==> config.mk <==
export PLATFORM = sky130hd
export DESIGN_NAME = mtrr_memory_type_resolver_flat
export DESIGN_NICKNAME = d
export VERILOG_FILES = /design/src/mtrr_pkg.sv /design/src/mtrr_if.sv /design/src/mtrr_ram.sv /design/src/mtrr_queue.sv /design/src/mtrr_front.sv /design/src/mtrr_back.sv /design/src/mtrr_memory_type_resolver.sv /design/src/flat_wrapper.sv
export SDC_FILE = /design/constraint.sdc
export NUM_CORES = 2
export LEC_CHECK = 0
export ABC_CLOCK_PERIOD_IN_PS = 10400
export BUFFER_PORTS_ARGS = -buffer_cell sky130_fd_sc_hd__buf_2
export CAP_MARGIN = 20
export CORE_ASPECT_RATIO = 1.5
export CORE_MARGIN = 4
export CORE_UTILIZATION = 25
export DETAILED_ROUTE_END_ITERATION = 10
export PLACE_DENSITY = 0.48
export SYNTH_ARGS = -nofsm -noshare
export SYNTH_HDL_FRONTEND = slang
export SYNTH_SLANG_ARGS = --single-unit
==> constraint.sdc <==
create_clock -name clock -period 10.4 [get_ports clock]
set_clock_uncertainty 0.15 [all_clocks]
set_input_delay 1.56 -clock clock [delete_from_list [all_inputs] [get_ports clock]]
set_output_delay 1.56 -clock clock [all_outputs]
set_load 0.1 [all_outputs]
==> src/mtrr_pkg.sv <==
// ----------------------------------------------------------------------------
// mtrr_pkg
// Shared types, codes and helpers of the MTRR memory-type resolver.
// ----------------------------------------------------------------------------
`default_nettype none

package mtrr_pkg;

   localparam int FIXED_REGS = 11;
   localparam int CSR_IDX_W  = 2;
   localparam int CSR_DATA_W = 8;

   // csr register indexes
   localparam logic [CSR_IDX_W-1:0] CSR_PHYS_BITS = 2'd0;
   localparam logic [CSR_IDX_W-1:0] CSR_PAIRS     = 2'd1;

   // request modes
   localparam logic [1:0] MODE_LOOKUP = 2'd0;
   localparam logic [1:0] MODE_READ   = 2'd1;
   localparam logic [1:0] MODE_WRITE  = 2'd2;

   // register map
   localparam logic [4:0] REG_DEFAULT   = 5'd0;
   localparam logic [4:0] REG_FIX_FIRST = 5'd1;
   localparam logic [4:0] REG_FIX_LAST  = 5'd11;
   localparam logic [4:0] REG_VAR_FIRST = 5'd16;

   // operation kinds after decode
   localparam logic [2:0] KIND_LOOKUP  = 3'd0;
   localparam logic [2:0] KIND_READ    = 3'd1;
   localparam logic [2:0] KIND_WRITE   = 3'd2;
   localparam logic [2:0] KIND_NOP     = 3'd3;
   localparam logic [2:0] KIND_UNKNOWN = 3'd4;

   // register targets
   localparam logic [1:0] TGT_DEF  = 2'd0;
   localparam logic [1:0] TGT_FIX  = 2'd1;
   localparam logic [1:0] TGT_BASE = 2'd2;
   localparam logic [1:0] TGT_MASK = 2'd3;

   // response status
   localparam logic [1:0] STAT_OK       = 2'd0;
   localparam logic [1:0] STAT_REJECT   = 2'd1;
   localparam logic [1:0] STAT_UNKNOWN  = 2'd2;
   localparam logic [1:0] STAT_CONFLICT = 2'd3;

   // memory types
   localparam logic [7:0] TYPE_UC = 8'd0;
   localparam logic [7:0] TYPE_WC = 8'd1;
   localparam logic [7:0] TYPE_WT = 8'd4;
   localparam logic [7:0] TYPE_WP = 8'd5;
   localparam logic [7:0] TYPE_WB = 8'd6;

   localparam logic [63:0] DEF_ALLOWED = 64'h0000_0000_0000_0CFF;
   localparam logic [63:0] BASE_TYPE   = 64'h0000_0000_0000_00FF;
   localparam logic [63:0] MASK_VALID  = 64'h0000_0000_0000_0800;

   typedef struct packed {
      logic [2:0]  kind;
      logic [1:0]  target;
      logic [3:0]  fix_sel;
      logic [2:0]  fix_byte;
      logic [3:0]  pair;
      logic        addr_low;
      logic        val_ok;
      logic [63:0] value;
      logic [62:0] address;
   } op_type;

   typedef struct packed {
      logic [2:0]  mem_type;
      logic [63:0] read_data;
      logic [1:0]  status;
      logic        upd;
   } rsp_type;

   function automatic logic type_ok(input logic [7:0] t);
      return (t == TYPE_UC) || (t == TYPE_WC) || (t == TYPE_WT) ||
             (t == TYPE_WP) || (t == TYPE_WB);
   endfunction

endpackage

`default_nettype wire

==> src/mtrr_if.sv <==
// ----------------------------------------------------------------------------
// mtrr_if
// Channel interfaces: request, response and csr write.
// ----------------------------------------------------------------------------
`default_nettype none

interface mtrr_req_if;
   logic        valid;
   logic        ready;
   logic [1:0]  mode;
   logic [4:0]  reg_index;
   logic [63:0] write_value;
   logic [62:0] phys_address;

   modport source (output valid, mode, reg_index, write_value, phys_address,
                   input ready);
   modport sink (input valid, mode, reg_index, write_value, phys_address,
                 output ready);
endinterface

interface mtrr_rsp_if;
   logic        valid;
   logic        ready;
   logic [2:0]  mem_type;
   logic [63:0] read_data;
   logic [1:0]  status;
   logic        table_update_needed;

   modport source (output valid, mem_type, read_data, status, table_update_needed,
                   input ready);
   modport sink (input valid, mem_type, read_data, status, table_update_needed,
                 output ready);
endinterface

interface mtrr_csr_if;
   logic                             valid;
   logic                             ready;
   logic [mtrr_pkg::CSR_IDX_W-1:0]   index;
   logic [mtrr_pkg::CSR_DATA_W-1:0]  data;

   modport source (output valid, index, data, input ready);
   modport sink (input valid, index, data, output ready);
endinterface

`default_nettype wire

==> src/mtrr_ram.sv <==
// ----------------------------------------------------------------------------
// mtrr_ram
// Generic single-write, single-read RAM with registered read data.
// ----------------------------------------------------------------------------
`default_nettype none

module mtrr_ram #(
   parameter int WIDTH = 64,
   parameter int DEPTH = 8,
   localparam int AW = (DEPTH > 1) ? $clog2(DEPTH) : 1
) (
   input  wire logic                  clock,
   input  wire logic                  we,
   input  wire logic [AW-1:0]         waddr,
   input  wire logic [WIDTH-1:0]      wdata,
   input  wire logic [AW-1:0]         raddr,
   output      logic [WIDTH-1:0]      rdata
);

   logic [WIDTH-1:0] mem_ff [DEPTH];
   logic [WIDTH-1:0] rdata_ff;

   always_ff @(posedge clock) begin
      if (we) begin
         mem_ff[waddr] <= wdata;
      end
      rdata_ff <= mem_ff[raddr];
   end

   assign rdata = rdata_ff;

endmodule

`default_nettype wire

==> src/mtrr_queue.sv <==
// ----------------------------------------------------------------------------
// mtrr_queue
// Two-entry queue of decoded operations between front and back end.
// ----------------------------------------------------------------------------
`default_nettype none

module mtrr_queue (
   input  wire logic              clock,
   input  wire logic              reset,
   input  wire logic              push,
   input  wire mtrr_pkg::op_type  push_data,
   output      logic              full,
   input  wire logic              pop,
   output      logic              empty,
   output      mtrr_pkg::op_type  head
);

   mtrr_pkg::op_type entry_ff [2];
   logic             wr_ptr_ff, wr_ptr_in;
   logic             rd_ptr_ff, rd_ptr_in;
   logic [1:0]       count_ff, count_in;

   assign full  = (count_ff == 2'd2);
   assign empty = (count_ff == 2'd0);
   assign head  = entry_ff[rd_ptr_ff];

   always_comb begin
      wr_ptr_in = push ? ~wr_ptr_ff : wr_ptr_ff;
      rd_ptr_in = pop ? ~rd_ptr_ff : rd_ptr_ff;
      count_in  = count_ff + {1'b0, push} - {1'b0, pop};
   end

   always_ff @(posedge clock) begin
      if (reset) begin
         wr_ptr_ff <= 1'b0;
         rd_ptr_ff <= 1'b0;
         count_ff  <= 2'd0;
      end else begin
         wr_ptr_ff <= wr_ptr_in;
         rd_ptr_ff <= rd_ptr_in;
         count_ff  <= count_in;
      end
   end

   always_ff @(posedge clock) begin
      if (push) begin
         entry_ff[wr_ptr_ff] <= push_data;
      end
   end

endmodule

`default_nettype wire

==> src/mtrr_front.sv <==
// ----------------------------------------------------------------------------
// mtrr_front
// Request decode: classifies each word, checks write values that need no
// stored state and locates the fixed-range byte of a lookup address.
// ----------------------------------------------------------------------------
`default_nettype none

module mtrr_front (
   mtrr_req_if.sink               req,
   input  wire logic [4:0]        pairs_used,
   input  wire logic              q_full,
   output      logic              q_push,
   output      mtrr_pkg::op_type  q_data
);

   logic       fixed_ok;
   logic       def_ok;
   logic [2:0] pair_k;
   logic [3:0] lk_sel;
   logic [2:0] lk_byte;

   assign req.ready = ~q_full;
   assign q_push    = req.valid & ~q_full;
   assign pair_k    = req.reg_index[3:1];

   always_comb begin
      fixed_ok = 1'b1;
      for (int i = 0; i < 8; i++) begin
         if (!mtrr_pkg::type_ok(req.write_value[8*i +: 8])) begin
            fixed_ok = 1'b0;
         end
      end
      def_ok = ((req.write_value & ~mtrr_pkg::DEF_ALLOWED) == 64'd0) &&
               !(req.write_value[11] && !mtrr_pkg::type_ok(req.write_value[7:0]));
   end

   // fixed-range register and byte covering the address
   always_comb begin
      if (!req.phys_address[19]) begin
         lk_sel  = 4'd0;
         lk_byte = req.phys_address[18:16];
      end else if (req.phys_address[19:17] == 3'b100) begin
         lk_sel  = 4'd1;
         lk_byte = req.phys_address[16:14];
      end else if (req.phys_address[19:17] == 3'b101) begin
         lk_sel  = 4'd2;
         lk_byte = req.phys_address[16:14];
      end else begin
         lk_sel  = 4'd3 + {1'b0, req.phys_address[17:15]};
         lk_byte = req.phys_address[14:12];
      end
   end

   always_comb begin
      q_data          = '0;
      q_data.value    = req.write_value;
      q_data.address  = req.phys_address;
      q_data.addr_low = (req.phys_address[62:20] == 43'd0);
      q_data.pair     = {1'b0, pair_k};
      case (req.mode)
         mtrr_pkg::MODE_LOOKUP: begin
            q_data.kind     = mtrr_pkg::KIND_LOOKUP;
            q_data.fix_sel  = lk_sel;
            q_data.fix_byte = lk_byte;
         end
         mtrr_pkg::MODE_READ,
         mtrr_pkg::MODE_WRITE: begin
            q_data.kind = (req.mode == mtrr_pkg::MODE_WRITE) ?
                          mtrr_pkg::KIND_WRITE : mtrr_pkg::KIND_READ;
            if (req.reg_index == mtrr_pkg::REG_DEFAULT) begin
               q_data.target = mtrr_pkg::TGT_DEF;
               q_data.val_ok = def_ok;
            end else if (req.reg_index inside
                         {[mtrr_pkg::REG_FIX_FIRST:mtrr_pkg::REG_FIX_LAST]}) begin
               q_data.target  = mtrr_pkg::TGT_FIX;
               q_data.fix_sel = 4'(req.reg_index - mtrr_pkg::REG_FIX_FIRST);
               q_data.val_ok  = fixed_ok;
            end else if (req.reg_index >= mtrr_pkg::REG_VAR_FIRST &&
                         {2'b00, pair_k} < pairs_used) begin
               q_data.target = req.reg_index[0] ? mtrr_pkg::TGT_MASK : mtrr_pkg::TGT_BASE;
            end else begin
               q_data.kind = mtrr_pkg::KIND_UNKNOWN;
            end
         end
         default: begin
            q_data.kind = mtrr_pkg::KIND_NOP;
         end
      endcase
   end

endmodule

`default_nettype wire

==> src/mtrr_back.sv <==
// ----------------------------------------------------------------------------
// mtrr_back
// Execution sequencer: holds the register set, performs reads and
// validated writes, walks the variable pairs for lookups and keeps the
// response register.
// ----------------------------------------------------------------------------
`default_nettype none

module mtrr_back #(
   parameter int VAR_PAIRS = 8
) (
   input  wire logic              clock,
   input  wire logic              reset,
   input  wire logic              q_empty,
   input  wire mtrr_pkg::op_type  head,
   output      logic              q_pop,
   input  wire logic [5:0]        phys_bits,
   input  wire logic [4:0]        pairs_used,
   output      mtrr_pkg::rsp_type rsp,
   output      logic              rsp_valid,
   input  wire logic              rsp_ready
);

   localparam int PAIR_W = (VAR_PAIRS > 1) ? $clog2(VAR_PAIRS) : 1;
   localparam int PAIR_N = 1 << PAIR_W;
   localparam int FIX_N  = mtrr_pkg::FIXED_REGS;

   localparam logic [1:0] ST_IDLE = 2'd0;
   localparam logic [1:0] ST_FIX  = 2'd1;
   localparam logic [1:0] ST_VAR  = 2'd2;
   localparam logic [1:0] ST_WALK = 2'd3;

   logic [1:0]           state_ff, state_in;
   mtrr_pkg::op_type     cur_ff, cur_in;
   logic [11:0]          def_ff, def_in;
   logic [FIX_N-1:0]     fix_vld_ff, fix_vld_in;
   logic [VAR_PAIRS-1:0] base_vld_ff, base_vld_in;
   logic [VAR_PAIRS-1:0] mask_vld_ff, mask_vld_in;
   logic [4:0]           walk_ff, walk_in;
   logic [7:0]           cur_ty_ff, cur_ty_in;
   logic                 have_ff, have_in;
   logic                 fix_rv_ff, fix_rv_in;
   logic                 base_rv_ff, base_rv_in;
   logic                 mask_rv_ff, mask_rv_in;
   mtrr_pkg::rsp_type    rsp_ff, rsp_in;
   logic                 rsp_valid_ff, rsp_valid_in;

   logic [3:0]           fix_raddr;
   logic [4:0]           pair_raw;
   logic [PAIR_W-1:0]    pair_raddr;
   logic [PAIR_W-1:0]    pair_waddr;
   logic [PAIR_N-1:0]    base_vld_pad, mask_vld_pad;
   logic [63:0]          fix_q, base_q, mask_q;
   logic [63:0]          fdata, bdata, mdata, slot;
   logic                 fix_we, base_we, mask_we;
   logic [63:0]          am;
   logic [5:0]           eff_bits;
   logic [63:0]          chk_b, chk_m;
   logic                 var_ok;
   logic [63:0]          walk_mm;
   logic                 walk_hit;
   logic [7:0]           walk_t;
   logic [7:0]           nxt_ty;
   logic                 walk_conflict;
   logic                 walk_last;
   logic                 start;

   assign fix_raddr  = head.fix_sel;
   assign pair_raw   = (state_ff == ST_WALK) ? walk_ff + 5'd1 :
                       (head.kind == mtrr_pkg::KIND_LOOKUP) ? 5'd0 : {1'b0, head.pair};
   assign pair_raddr = pair_raw[PAIR_W-1:0];
   assign pair_waddr = cur_ff.pair[PAIR_W-1:0];

   assign base_vld_pad = PAIR_N'(base_vld_ff);
   assign mask_vld_pad = PAIR_N'(mask_vld_ff);
   assign fix_rv_in    = fix_vld_ff[fix_raddr];
   assign base_rv_in   = base_vld_pad[pair_raddr];
   assign mask_rv_in   = mask_vld_pad[pair_raddr];

   mtrr_ram #(.WIDTH(64), .DEPTH(FIX_N)) u_fix_ram (
      .clock (clock),
      .we    (fix_we),
      .waddr (cur_ff.fix_sel),
      .wdata (cur_ff.value),
      .raddr (fix_raddr),
      .rdata (fix_q)
   );

   mtrr_ram #(.WIDTH(64), .DEPTH(VAR_PAIRS)) u_base_ram (
      .clock (clock),
      .we    (base_we),
      .waddr (pair_waddr),
      .wdata (cur_ff.value),
      .raddr (pair_raddr),
      .rdata (base_q)
   );

   mtrr_ram #(.WIDTH(64), .DEPTH(VAR_PAIRS)) u_mask_ram (
      .clock (clock),
      .we    (mask_we),
      .waddr (pair_waddr),
      .wdata (cur_ff.value),
      .raddr (pair_raddr),
      .rdata (mask_q)
   );

   // never-written entries read as zero
   assign fdata = fix_rv_ff ? fix_q : 64'd0;
   assign bdata = base_rv_ff ? base_q : 64'd0;
   assign mdata = mask_rv_ff ? mask_q : 64'd0;
   assign slot  = (cur_ff.target == mtrr_pkg::TGT_MASK) ? mdata : bdata;

   // allowed address bits [eff_bits-1:12]
   assign eff_bits = phys_bits[5] ? phys_bits : 6'd32;
   always_comb begin
      for (int j = 0; j < 64; j++) begin
         am[j] = (j >= 12) && (6'(j) < eff_bits);
      end
   end

   always_comb begin
      chk_b  = (cur_ff.target == mtrr_pkg::TGT_MASK) ? bdata : cur_ff.value;
      chk_m  = (cur_ff.target == mtrr_pkg::TGT_MASK) ? cur_ff.value : mdata;
      var_ok = ((chk_b & ~(am | mtrr_pkg::BASE_TYPE)) == 64'd0) &&
               ((chk_m & ~(am | mtrr_pkg::MASK_VALID)) == 64'd0) &&
               !(chk_m[11] && !mtrr_pkg::type_ok(chk_b[7:0]));
   end

   // one variable pair per cycle
   always_comb begin
      walk_mm       = {mdata[63:12], 12'd0};
      walk_t        = bdata[7:0];
      walk_hit      = mdata[11] && (({1'b0, cur_ff.address} & walk_mm) == (bdata & walk_mm));
      nxt_ty        = cur_ty_ff;
      walk_conflict = 1'b0;
      if (walk_hit) begin
         if (!have_ff || cur_ty_ff == walk_t) begin
            nxt_ty = walk_t;
         end else if (cur_ty_ff == mtrr_pkg::TYPE_UC || walk_t == mtrr_pkg::TYPE_UC) begin
            nxt_ty = mtrr_pkg::TYPE_UC;
         end else if ((cur_ty_ff == mtrr_pkg::TYPE_WB && walk_t == mtrr_pkg::TYPE_WT) ||
                      (cur_ty_ff == mtrr_pkg::TYPE_WT && walk_t == mtrr_pkg::TYPE_WB)) begin
            nxt_ty = mtrr_pkg::TYPE_WT;
         end else begin
            walk_conflict = 1'b1;
         end
      end
      walk_last = ((walk_ff + 5'd1) == pairs_used);
   end

   assign start = (state_ff == ST_IDLE) && !q_empty && !rsp_valid_ff;

   always_comb begin
      state_in     = state_ff;
      cur_in       = cur_ff;
      def_in       = def_ff;
      fix_vld_in   = fix_vld_ff;
      base_vld_in  = base_vld_ff;
      mask_vld_in  = mask_vld_ff;
      walk_in      = walk_ff;
      cur_ty_in    = cur_ty_ff;
      have_in      = have_ff;
      rsp_in       = rsp_ff;
      rsp_valid_in = rsp_valid_ff && !rsp_ready;
      q_pop        = 1'b0;
      fix_we       = 1'b0;
      base_we      = 1'b0;
      mask_we      = 1'b0;

      case (state_ff)
         ST_IDLE: begin
            if (start) begin
               q_pop        = 1'b1;
               cur_in       = head;
               rsp_in       = '0;
               rsp_valid_in = 1'b1;
               case (head.kind)
                  mtrr_pkg::KIND_LOOKUP: begin
                     if (!def_ff[11]) begin
                        rsp_in.mem_type = mtrr_pkg::TYPE_UC[2:0];
                     end else if (head.addr_low && def_ff[10]) begin
                        rsp_valid_in = 1'b0;
                        state_in     = ST_FIX;
                     end else if (pairs_used == 5'd0) begin
                        rsp_in.mem_type = def_ff[2:0];
                     end else begin
                        rsp_valid_in = 1'b0;
                        walk_in      = 5'd0;
                        have_in      = 1'b0;
                        cur_ty_in    = mtrr_pkg::TYPE_UC;
                        state_in     = ST_WALK;
                     end
                  end
                  mtrr_pkg::KIND_READ,
                  mtrr_pkg::KIND_WRITE: begin
                     if (head.target == mtrr_pkg::TGT_DEF) begin
                        if (head.kind == mtrr_pkg::KIND_READ) begin
                           rsp_in.read_data = {52'd0, def_ff};
                        end else if (head.value != {52'd0, def_ff}) begin
                           if (!head.val_ok) begin
                              rsp_in.status = mtrr_pkg::STAT_REJECT;
                           end else begin
                              def_in     = head.value[11:0];
                              rsp_in.upd = 1'b1;
                           end
                        end
                     end else begin
                        rsp_valid_in = 1'b0;
                        state_in     = (head.target == mtrr_pkg::TGT_FIX) ? ST_FIX : ST_VAR;
                     end
                  end
                  mtrr_pkg::KIND_UNKNOWN: begin
                     rsp_in.status = mtrr_pkg::STAT_UNKNOWN;
                  end
                  default: begin
                  end
               endcase
            end
         end
         ST_FIX: begin
            rsp_in       = '0;
            rsp_valid_in = 1'b1;
            state_in     = ST_IDLE;
            case (cur_ff.kind)
               mtrr_pkg::KIND_LOOKUP: begin
                  rsp_in.mem_type = fdata[{cur_ff.fix_byte, 3'b000} +: 3];
               end
               mtrr_pkg::KIND_READ: begin
                  rsp_in.read_data = fdata;
               end
               default: begin
                  if (!cur_ff.val_ok) begin
                     rsp_in.status = mtrr_pkg::STAT_REJECT;
                  end else if (cur_ff.value != fdata) begin
                     fix_we                     = 1'b1;
                     fix_vld_in[cur_ff.fix_sel] = 1'b1;
                     rsp_in.upd                 = def_ff[11] & def_ff[10];
                  end
               end
            endcase
         end
         ST_VAR: begin
            rsp_in       = '0;
            rsp_valid_in = 1'b1;
            state_in     = ST_IDLE;
            if (cur_ff.kind == mtrr_pkg::KIND_READ) begin
               rsp_in.read_data = slot;
            end else if (cur_ff.value != slot) begin
               if (!var_ok) begin
                  rsp_in.status = mtrr_pkg::STAT_REJECT;
               end else begin
                  rsp_in.upd = def_ff[11];
                  if (cur_ff.target == mtrr_pkg::TGT_MASK) begin
                     mask_we                 = 1'b1;
                     mask_vld_in[pair_waddr] = 1'b1;
                  end else begin
                     base_we                 = 1'b1;
                     base_vld_in[pair_waddr] = 1'b1;
                  end
               end
            end
         end
         ST_WALK: begin
            cur_ty_in = nxt_ty;
            have_in   = have_ff | walk_hit;
            walk_in   = walk_ff + 5'd1;
            if (walk_conflict || walk_last) begin
               rsp_in       = '0;
               rsp_valid_in = 1'b1;
               state_in     = ST_IDLE;
               if (walk_conflict) begin
                  rsp_in.status = mtrr_pkg::STAT_CONFLICT;
               end else begin
                  rsp_in.mem_type = (have_ff | walk_hit) ? nxt_ty[2:0] : def_ff[2:0];
               end
            end
         end
         default: begin
            state_in = ST_IDLE;
         end
      endcase
   end

   always_ff @(posedge clock) begin
      if (reset) begin
         state_ff     <= ST_IDLE;
         def_ff       <= 12'd0;
         fix_vld_ff   <= '0;
         base_vld_ff  <= '0;
         mask_vld_ff  <= '0;
         rsp_valid_ff <= 1'b0;
      end else begin
         state_ff     <= state_in;
         def_ff       <= def_in;
         fix_vld_ff   <= fix_vld_in;
         base_vld_ff  <= base_vld_in;
         mask_vld_ff  <= mask_vld_in;
         rsp_valid_ff <= rsp_valid_in;
      end
   end

   always_ff @(posedge clock) begin
      cur_ff     <= cur_in;
      walk_ff    <= walk_in;
      cur_ty_ff  <= cur_ty_in;
      have_ff    <= have_in;
      fix_rv_ff  <= fix_rv_in;
      base_rv_ff <= base_rv_in;
      mask_rv_ff <= mask_rv_in;
      rsp_ff     <= rsp_in;
   end

   assign rsp       = rsp_ff;
   assign rsp_valid = rsp_valid_ff;

endmodule

`default_nettype wire

==> src/mtrr_memory_type_resolver.sv <==
// ----------------------------------------------------------------------------
// mtrr_memory_type_resolver
// MTRR register set with validated register access and memory-type lookup.
// ----------------------------------------------------------------------------
// Request words are decoded in the front end and queued (two words deep) for
// the back-end sequencer, which handles one word at a time. Unknown-register
// words, no-ops, disabled lookups and default-type accesses are answered
// straight from the idle state; fixed-range and variable register accesses
// and fixed-range lookups go through one registered RAM read each; a lookup
// in the variable ranges walks the N pairs in use (up to VAR_PAIRS) with one
// base/mask RAM read per pair, ending early on a type conflict. A finished
// response word waits in the output register while the front end keeps
// accepting; the sequencer starts the next word only once that word has
// left. Registers read as zero after reset through per-entry valid bits, so
// no clearing pass is needed. The csr port is always ready.
// ----------------------------------------------------------------------------
`default_nettype none

module mtrr_memory_type_resolver #(
   parameter int VAR_PAIRS = 8
) (
   input  wire logic   clock,
   input  wire logic   reset,
   mtrr_req_if.sink    req_ch,
   mtrr_rsp_if.source  rsp_ch,
   mtrr_csr_if.sink    csr_ch
);

   logic [5:0]        phys_bits_ff, phys_bits_in;
   logic [3:0]        pairs_ff, pairs_in;
   logic [4:0]        pairs_used;
   logic              q_push, q_full, q_pop, q_empty;
   mtrr_pkg::op_type  q_data, q_head;
   mtrr_pkg::rsp_type rsp;
   logic              rsp_valid;

   assign csr_ch.ready = 1'b1;

   always_comb begin
      phys_bits_in = phys_bits_ff;
      pairs_in     = pairs_ff;
      if (csr_ch.valid) begin
         case (csr_ch.index)
            mtrr_pkg::CSR_PHYS_BITS: phys_bits_in = csr_ch.data[5:0];
            mtrr_pkg::CSR_PAIRS:     pairs_in     = csr_ch.data[3:0];
            default: begin
            end
         endcase
      end
   end

   always_ff @(posedge clock) begin
      if (reset) begin
         phys_bits_ff <= 6'd36;
         pairs_ff     <= 4'd8;
      end else begin
         phys_bits_ff <= phys_bits_in;
         pairs_ff     <= pairs_in;
      end
   end

   assign pairs_used = ({1'b0, pairs_ff} > 5'(VAR_PAIRS)) ? 5'(VAR_PAIRS) : {1'b0, pairs_ff};

   mtrr_front u_front (
      .req        (req_ch),
      .pairs_used (pairs_used),
      .q_full     (q_full),
      .q_push     (q_push),
      .q_data     (q_data)
   );

   mtrr_queue u_queue (
      .clock     (clock),
      .reset     (reset),
      .push      (q_push),
      .push_data (q_data),
      .full      (q_full),
      .pop       (q_pop),
      .empty     (q_empty),
      .head      (q_head)
   );

   mtrr_back #(.VAR_PAIRS(VAR_PAIRS)) u_back (
      .clock      (clock),
      .reset      (reset),
      .q_empty    (q_empty),
      .head       (q_head),
      .q_pop      (q_pop),
      .phys_bits  (phys_bits_ff),
      .pairs_used (pairs_used),
      .rsp        (rsp),
      .rsp_valid  (rsp_valid),
      .rsp_ready  (rsp_ch.ready)
   );

   assign rsp_ch.valid               = rsp_valid;
   assign rsp_ch.mem_type            = rsp.mem_type;
   assign rsp_ch.read_data           = rsp.read_data;
   assign rsp_ch.status              = rsp.status;
   assign rsp_ch.table_update_needed = rsp.upd;

`ifndef SYNTHESIS
   a_conflict_uc: assert property (@(posedge clock) disable iff (reset)
      (rsp_ch.valid && rsp_ch.status == mtrr_pkg::STAT_CONFLICT) |->
      (rsp_ch.mem_type == 3'd0 && rsp_ch.read_data == 64'd0))
      else $error("conflict response carries a type or data");

   a_fail_quiet: assert property (@(posedge clock) disable iff (reset)
      (rsp_ch.valid && rsp_ch.status != mtrr_pkg::STAT_OK) |->
      (!rsp_ch.table_update_needed && rsp_ch.read_data == 64'd0))
      else $error("failed word flags an update or returns data");

   a_update_only: assert property (@(posedge clock) disable iff (reset)
      (rsp_ch.valid && rsp_ch.table_update_needed) |->
      (rsp_ch.mem_type == 3'd0 && rsp_ch.read_data == 64'd0))
      else $error("update word mixed with lookup or read result");

   a_pop_nonempty: assert property (@(posedge clock) disable iff (reset)
      q_pop |-> (!q_empty && !rsp_valid))
      else $error("sequencer started without a queued word or free output");
`endif

endmodule

`default_nettype wire
==> src/flat_wrapper.sv <==
// flat-port wrapper written by rule: the top's interface ports become plain ports
module mtrr_memory_type_resolver_flat 
#(
   parameter int VAR_PAIRS = 8
)
  (clock, reset, req_ch_valid, req_ch_mode, req_ch_reg_index, req_ch_write_value, req_ch_phys_address, req_ch_ready, rsp_ch_valid, rsp_ch_mem_type, rsp_ch_read_data, rsp_ch_status, rsp_ch_table_update_needed, rsp_ch_ready, csr_ch_valid, csr_ch_index, csr_ch_data, csr_ch_ready);
  mtrr_req_if req_ch_i ();
  mtrr_rsp_if rsp_ch_i ();
  mtrr_csr_if csr_ch_i ();
  input  wire logic clock;
  input  wire logic reset;
  input wire logic [$bits(req_ch_i.valid)-1:0] req_ch_valid;
  input wire logic [$bits(req_ch_i.mode)-1:0] req_ch_mode;
  input wire logic [$bits(req_ch_i.reg_index)-1:0] req_ch_reg_index;
  input wire logic [$bits(req_ch_i.write_value)-1:0] req_ch_write_value;
  input wire logic [$bits(req_ch_i.phys_address)-1:0] req_ch_phys_address;
  output wire logic [$bits(req_ch_i.ready)-1:0] req_ch_ready;
  output wire logic [$bits(rsp_ch_i.valid)-1:0] rsp_ch_valid;
  output wire logic [$bits(rsp_ch_i.mem_type)-1:0] rsp_ch_mem_type;
  output wire logic [$bits(rsp_ch_i.read_data)-1:0] rsp_ch_read_data;
  output wire logic [$bits(rsp_ch_i.status)-1:0] rsp_ch_status;
  output wire logic [$bits(rsp_ch_i.table_update_needed)-1:0] rsp_ch_table_update_needed;
  input wire logic [$bits(rsp_ch_i.ready)-1:0] rsp_ch_ready;
  input wire logic [$bits(csr_ch_i.valid)-1:0] csr_ch_valid;
  input wire logic [$bits(csr_ch_i.index)-1:0] csr_ch_index;
  input wire logic [$bits(csr_ch_i.data)-1:0] csr_ch_data;
  output wire logic [$bits(csr_ch_i.ready)-1:0] csr_ch_ready;
  assign req_ch_i.valid = req_ch_valid;
  assign req_ch_i.mode = req_ch_mode;
  assign req_ch_i.reg_index = req_ch_reg_index;
  assign req_ch_i.write_value = req_ch_write_value;
  assign req_ch_i.phys_address = req_ch_phys_address;
  assign req_ch_ready = req_ch_i.ready;
  assign rsp_ch_valid = rsp_ch_i.valid;
  assign rsp_ch_mem_type = rsp_ch_i.mem_type;
  assign rsp_ch_read_data = rsp_ch_i.read_data;
  assign rsp_ch_status = rsp_ch_i.status;
  assign rsp_ch_table_update_needed = rsp_ch_i.table_update_needed;
  assign rsp_ch_i.ready = rsp_ch_ready;
  assign csr_ch_i.valid = csr_ch_valid;
  assign csr_ch_i.index = csr_ch_index;
  assign csr_ch_i.data = csr_ch_data;
  assign csr_ch_ready = csr_ch_i.ready;
  mtrr_memory_type_resolver #(.VAR_PAIRS(VAR_PAIRS)) u_core (.clock(clock), .reset(reset), .req_ch(req_ch_i), .rsp_ch(rsp_ch_i), .csr_ch(csr_ch_i));
endmodule
Word-level counts from Yosys, hierarchy flattened
Memory sizes are Yosys's and may differ from the RTL's. A register that Yosys moved wholly into a read port is not among the register bits.
Index checks and enable logic that the tools add are counted.
{"block": "totals", "wordCells": 449, "ff_bits": 286, "n_memories": 4, "mem_bits_rw": 2016, "in_bits": 149}
{"block": "classes", "eq_ne": 73, "bitwise": 19, "muxes": 150, "reduce_logical": 104, "n_addsub": 5, "shifts": 1, "magnitude_cmp": 63}
{"memory": "u_core.u_back.u_fix_ram.mem_ff", "words": 11, "word_bits": 64, "rd": 1, "rd_clocked_by_memory_dff": 1, "wr": 1, "line_no": "mtrr_ram.sv:20", "source": "logic [WIDTH-1:0] mem_ff [DEPTH];"}
{"memory": "u_core.u_back.u_base_ram.mem_ff", "words": 8, "word_bits": 64, "rd": 1, "rd_clocked_by_memory_dff": 1, "wr": 1, "line_no": "mtrr_ram.sv:20"}
{"memory": "u_core.u_back.u_mask_ram.mem_ff", "words": 8, "word_bits": 64, "rd": 1, "rd_clocked_by_memory_dff": 1, "wr": 1, "line_no": "mtrr_ram.sv:20"}
{"memory": "u_core.u_queue.entry_ff", "words": 2, "word_bits": 144, "rd": 1, "rd_clocked_by_memory_dff": 1, "wr": 1, "line_no": "mtrr_queue.sv:18", "source": "mtrr_pkg::op_type entry_ff [2];"}
{"operator": "$mux W64", "n": 9}
{"operator": "$pmux W70 S4", "n": 1}
{"operator": "$eq A8 B3 Y1 const B", "n": 31}
{"operator": "$and A64 B64 Y64", "n": 3}
{"operator": "$logic_not A64 Y1", "n": 3}
{"operator": "$lt A6 B6 Y1 const A", "n": 32}
{"operator": "$mux W70", "n": 2}
{"operator": "$ne A64 B64 Y1", "n": 2}
{"operator": "$not A64 Y64", "n": 2}
{"operator": "$lt A5 B6 Y1 const A", "n": 16}
{"operator": "$logic_not A8 Y1", "n": 11}
{"operator": "$eq A8 B1 Y1 const B", "n": 9}
{"operator": "$mux W8", "n": 9}
{"operator": "$mux W1", "n": 66}
{"operator": "$and A63 B64 Y64", "n": 1}
{"operator": "$eq A64 B64 Y1", "n": 1}
{"operator": "$ne A64 B12 Y1", "n": 1}
{"operator": "$shiftx A64 B7 Y3", "n": 1}
{"operator": "$mux W3", "n": 18}
{"operator": "$logic_not A43 Y1", "n": 1}
{"operator": "$logic_or A1 B1 Y1", "n": 40}
{"operator": "$mux W2", "n": 16}
{"operator": "$mux W5", "n": 6}
{"operator": "$lt A4 B6 Y1 const A", "n": 4}
{"operator": "other kinds (60)", "n": 130}

Longest topological paths before layout
{"block": "depth", "word_depth": 17, "mapped_depth": 15}

Cells and area by module
From an unflattened synthesis, not the netlist that was laid out.
{"block": "hier_totals", "hier_cells": 5591, "area_unflattened_um2": 98959.9}
{"module": "mtrr_ram (u_core.u_back.u_base_ram ...)", "cells_each": 816, "n_inst": 2, "area_per_inst_um2": 20547.2}
{"module": "mtrr_ram (u_core.u_back.u_fix_ram)", "cells_each": 1520, "n_inst": 1, "area_per_inst_um2": 28838.9}
{"module": "mtrr_back", "cells_each": 1656, "n_inst": 1, "area_per_inst_um2": 15877.7}
{"module": "mtrr_queue", "cells_each": 472, "n_inst": 1, "area_per_inst_um2": 10869.2}
{"module": "mtrr_front", "cells_each": 261, "n_inst": 1, "area_per_inst_um2": 1800.5}
{"module": "mtrr_memory_type_resolver", "cells_each": 50, "n_inst": 1, "area_per_inst_um2": 479.2}

Least setup slack after synthesis
No wires, ideal clock.
{"block": "synth_timing", "kind": "input-to-reg", "startpoint": "in req_ch_valid", "endpoint": "mem u_core.u_queue.entry_ff[0][100] (netlist name) (enable)", "path_slack_ns": 2.432, "t_arrival_ns": 7.192, "path_stages": 2, "path_buffers": 0, "setup_ns": 0.626, "required_time_ns": 9.624, "path_cell_list": "nand2_1 nor2_1"}
{"block": "synth_via", "elab_chain_cells": 3}
{"item": "start: declaration", "line_no": "flat_wrapper.sv:12", "source": "input wire logic [$bits(req_ch_i.valid)-1:0] req_ch_valid;"}
{"item": "$and A1 B1 Y1", "line_no": "mtrr_front.sv:23", "source": "assign q_push = req.valid & ~q_full;"}
{"item": "$mux W1", "line_no": "mtrr_queue.sv:46", "source": "if (push) begin"}
{"item": "$mux W1 (implied by the code)", "line_no": "mtrr_queue.sv:47", "source": "entry_ff[wr_ptr_ff] <= push_data;"}
{"item": "end: declaration", "line_no": "mtrr_queue.sv:18"}
Every way passes these cells.

Final worst setup path
{"block": "layout_timing", "startpoint": "reg u_core.u_back.cur_ff[141] (netlist name)", "endpoint": "mem u_core.u_back.u_base_ram.mem_ff[2][43] (enable)"}
{"block": "layout_via", "elab_chain_cells": 17, "elab_cells_between_ends": 30, "cone_classes": "eq/ne: 6; mux: 10; bitwise: 2; reduce/logical: 12"}
{"item": "start: declaration", "line_no": "mtrr_back.sv:34", "source": "mtrr_pkg::op_type cur_ff, cur_in;"}
{"item": "start signal: assignment", "line_no": "mtrr_back.sv:303", "source": "cur_ff <= cur_in;"}
{"item": "$eq A2 B2 Y1 (*)"}
{"item": "$mux W64", "line_no": "mtrr_back.sv:122", "source": "chk_b = (cur_ff.target == mtrr_pkg::TGT_MASK) ? bdata : cur_ff.value;"}
{"item": "$eq A8 B1 Y1 / $logic_not A8 Y1 (equally long branches)", "line_no": "mtrr_pkg.sv:78", "source": "return (t == TYPE_UC) || (t == TYPE_WC) || (t == TYPE_WT) ||"}
{"item": "$logic_or A1 B1 Y1 (3 in series)", "line_no": "mtrr_pkg.sv:78"}
{"item": "$logic_or A1 B1 Y1", "line_no": "mtrr_pkg.sv:79", "source": "(t == TYPE_WP) || (t == TYPE_WB);"}
{"item": "$logic_not A1 Y1", "line_no": "mtrr_back.sv:126", "source": "!(chk_m[11] && !mtrr_pkg::type_ok(chk_b[7:0]));"}
{"item": "$logic_and A1 B1 Y1", "line_no": "mtrr_back.sv:126"}
{"item": "$logic_not A1 Y1", "line_no": "mtrr_back.sv:126"}
{"item": "$logic_and A1 B1 Y1", "line_no": "mtrr_back.sv:125", "source": "((chk_m & ~(am | mtrr_pkg::MASK_VALID)) == 64'd0) &&"}
{"item": "$mux W1", "line_no": "mtrr_back.sv:249", "source": "if (!var_ok) begin"}
{"item": "$mux W1 (*)", "line_no": "mtrr_back.sv:248", "source": "end else if (cur_ff.value != slot) begin"}
{"item": "$mux W1 (*)", "line_no": "mtrr_back.sv:246", "source": "if (cur_ff.kind == mtrr_pkg::KIND_READ) begin"}
{"item": "$mux W1 (*)", "line_no": "mtrr_back.sv:170", "source": "case (state_ff)"}
{"item": "$mux W1 (*)", "line_no": "mtrr_ram.sv:24", "source": "if (we) begin"}
{"item": "$mux W1 (implied by the code) (*)", "line_no": "mtrr_ram.sv:25", "source": "mem_ff[waddr] <= wdata;"}
{"item": "end: declaration", "line_no": "mtrr_ram.sv:20"}
Mark *: on every way between the ends. The rest lies on a longest branch, timed or not.

==> run metrics <==
Worst Max-Slew Pin Slew 1140 ps; area share of the largest cell type after synthesis 67.7%; sequential cell area 71300 sq um; register bit count reported by yosys 2459; post-layout minimum cycle time 6870 ps; Hold Startpoint u_core.u_back.fix_vld_ff[8]; Top FF cell, synth sky130_fd_sc_hd__edfxtp_1; largest net degree at the start of global routing 150; setup repair after global routing missed its margin no; clock latency on the worst-skew pair 910 ps; startpoint class of the critical path flop; hold buffers post-CTS 0; Total Routed Length 362000 um; largest fanout on the critical path 48; Final GP Congestion 0.936; number of fill cells 39602; worst ir drop on vdd 0.000366 V; drt wl/cell 27.6 um; count of antenna-violating nets left after detailed routing 0; most used cell along the critical path sky130_fd_sc_hd__buf_4; final number of setup-violating endpoints 0; Crit path required time 10760 ps; die extent in y 774 um; Die ar. 402000 sq um; critical path launch point u_core.u_back.cur_ff[141]; wire length of the first global-routing pass 497000 um; Resized cells post-CTS 0; Seq/Total Area, Yosys 72.9%; post-CTS setup repair buffer count 0; number of max-capacitance violations reported 0; placeable core area 390000 sq um; mean instance size in the synthesized netlist 12.8 sq um; number of buffer and inverter instances along the worst setup path 5; TritonCTS clock tree built; Synth cell types 85; Syn Inst Count 7671; classification of the worst setup path reg2reg; Max clock buf depth 4; number of standard cells in the final layout excluding fillers 13107; class of the tightest hold or removal check reg2reg; number of cell rows 281; Worst path top cell family by delay buffers and inverters; kind of end point of the critical path flop; port buffer count 206; dominant cells by area after synthesis sky130_fd_sc_hd__edfxtp_1 (68%), sky130_fd_sc_hd__nand2_1 (7.7%), sky130_fd_sc_hd__dfxtp_1 (5.2%); overall global routing resource usage 17.2%; number of buffers inserted during clock tree synthesis 217; GRT Residual Overflow 0; power per cell area 301 nW/um^2; syn nets 7836; number of enable-type register cells in the synthesized netlist 2207; async set-reset flop share out of synthesis 0%; multi-input logic area 24900 sq um; leakage power 0.0379 uW; setup total negative slack 0 ps; ratio of cells with drive above 1 in the final layout 11.6%; Final Max Slew Viols 0; data arrival time of the worst path 7230 ps; summed instance area of the synthesized netlist 97900 sq um; slew margin rel. 23.9%; stage delay of the slowest cell on the critical path 810 ps; number of detailed-route iterations in the first pass 6; number of antenna violations at the first check in global routing 18; total vias in the final route 64422; Final period util 66.0%; Placed Cells 12690; Highest Clock Rate 0.146 GHz; final count of hold timing violations 0; via count of the first global-routing pass 62146; reg2reg start u_core.u_back.cur_ff[141]; Syn. warnings 0; sink count of the clock tree 2459; slowest library cell on the worst path sky130_fd_sc_hd__and2_2; Starting DRT DRC Count 6434; library cell occupying the most area in the post-synthesis netlist sky130_fd_sc_hd__edfxtp_1; clock slew seen by the registers of the worst setup and hold paths 70 ps; final routed DRC violation total 0; H-tree depth reported by CTS 4; nets 7982; post-synthesis to final-layout area growth 15.1%; initial core utilization 25.1%; DPL Wire Length 230000 um; worst-case register-to-register setup slack 3530 ps; Root Buffer Master sky130_fd_sc_hd__clkbuf_16; ordered list of cells on the worst path buf_4 -> and2_2 -> buf_4 -> o211ai_1 -> a22oi_1 -> nand4_1 -> nor4_1 -> nand4_1 -> nor4_4 -> buf_6 -> nand2_1 -> nor2_4 -> buf_4 -> buf_4; run status complete, no violations; number of ports placed on the die boundary 222; Via-to-Cell Ratio 4.92; die width 519 um
==> worst min-delay path: stages, from the launching register on <==
cell and delay [ps]:
sky130_fd_sc_hd__dfxtp_1 330, sky130_fd_sc_hd__nand2b_1 60, sky130_fd_sc_hd__o41ai_1 50
==> Yosys cell counts (6+ instances only) <==
master,n
sky130_fd_sc_hd__o21ai_0,268
sky130_fd_sc_hd__or4_1,8
sky130_fd_sc_hd__o21ba_2,7
sky130_fd_sc_hd__inv_1,49
sky130_fd_sc_hd__nand3b_1,29
sky130_fd_sc_hd__o21ai_1,38
sky130_fd_sc_hd__a21boi_0,6
sky130_fd_sc_hd__mux4_2,6
sky130_fd_sc_hd__dfxtp_1,252
sky130_fd_sc_hd__a311oi_1,104
sky130_fd_sc_hd__buf_4,8
sky130_fd_sc_hd__nand2b_1,25
sky130_fd_sc_hd__a22oi_1,106
sky130_fd_sc_hd__o22ai_1,39
sky130_fd_sc_hd__nand3_1,838
sky130_fd_sc_hd__clkbuf_1,357
sky130_fd_sc_hd__nor4_1,80
sky130_fd_sc_hd__and2_1,24
sky130_fd_sc_hd__o211ai_1,40
sky130_fd_sc_hd__nor3_1,18
sky130_fd_sc_hd__o31ai_1,11
sky130_fd_sc_hd__and3_1,77
sky130_fd_sc_hd__buf_2,53
sky130_fd_sc_hd__xor2_1,107
sky130_fd_sc_hd__nor2_1,198
sky130_fd_sc_hd__a21o_1,6
sky130_fd_sc_hd__mux2_2,128
sky130_fd_sc_hd__mux2i_1,59
sky130_fd_sc_hd__a22o_1,8
sky130_fd_sc_hd__edfxtp_1,2207
sky130_fd_sc_hd__a31oi_1,56
sky130_fd_sc_hd__a21oi_1,146
sky130_fd_sc_hd__nand4_1,75
sky130_fd_sc_hd__ha_1,16
sky130_fd_sc_hd__nor2b_1,18
sky130_fd_sc_hd__xnor2_1,52
sky130_fd_sc_hd__nand2_1,2002
sky130_fd_sc_hd__buf_1,45
==> placed cells by master (no fill, tap or decap), drive strengths merged, types with 59 or more instances in the layout <==
master	netlist	layout
mux2	131	131
a22oi	106	106
and3	77	77
buf	109	393
nor4	81	81
xor2	107	107
nor2	198	198
nand3	838	838
nand2	2002	2002
clkbuf	357	310
a311oi	104	104
nand4	75	75
edfxtp	2207	2207
a21oi	146	146
inv	52	62
dfxtp	252	252
mux2i	59	59
o21ai	306	306
==> through the flow <==
step / utilization, % / worst slack [ps] / total power, uW / hold WS, ps / area, sq um
finish: 28.9 / 3530 / 33900 / 324 / 113000
global route: 28.9 / 3520 / 35000 / 348 / 113000
CTS: 28.8 / 3080 / 34000 / 314 / 113000
detailed placement: 27.0 / 3090 / 25700 / 298 / 105000
global placement: 27.0 / 3100 / 25600 / 295 / 105000
floorplan: - / 2430 / 20300 / 277 / 97900
==> report_power, final <==
part           total, uW  internal [uW]  switching, uW
logic              11100           2590           8540
clock network       8310           4610           3700
registers          14400          12800           1620
total              33900          20000          13900
==> flip-flops by register name, indices dropped and copies added (netlist names), 12 cells and up, named ones only <==
register / count
u_core.u_back.u_base_ram.rdata: 64
u_core.u_back.rsp: 70
u_core.u_back.u_mask_ram.mem_ff: 512
u_core.u_queue.entry_ff: 264
u_core.u_back.u_fix_ram.mem_ff: 704
u_core.u_back.cur_ff: 131
u_core.u_back.u_fix_ram.rdata: 64
u_core.u_back.def_ff: 12
u_core.u_back.u_base_ram.mem_ff: 512
u_core.u_back.u_mask_ram.rdata: 64
==> layout make-up <==
cell class / instances / area share (%)
Inverter: 53 / 0.192
Multi-Input combinational cell: 4693 / 22.1
Tap cell: 5094 / 5.66
Sequential cell: 2459 / 63.3
Clock buffer: 310 / 5.48
Antenna cell: 15 / 0.0333
Clock inverter: 90 / 0.878
Timing Repair Buffer: 393 / 2.35
==> per-layer routing <==
layer	track usage (%)	share of wire, %
met4	12.1	8.2
met3	2.06	5.2
met2	29.8	49
met5	0	0.0025
met1	19.8	37
==> logic make-up (layout without fill, tap and decap cells) <==
family	Yosys count	after routing	synth area share, %
mux	196	196	2.25
simple gates	3423	3423	15.3
fa+ha+maj	18	18	0.225
buf+inv	519	846	2.11
flops	2459	2459	72.9
other cells	1	16	0.00383
xor+xnor	159	159	1.42
compound gates	896	896	5.85
==> path summary, 6_finish.rpt <==
path	end	cells past startpoint
max reg2reg	u_core.u_back.u_base_ram.mem_ff[2][43]	14
min reg2reg	u_core.u_back.fix_vld_ff[8]	2
min	u_core.u_back.fix_vld_ff[8]	2
max	u_core.u_back.u_base_ram.mem_ff[2][43]	14
Power figures use the tool's default switching activity.
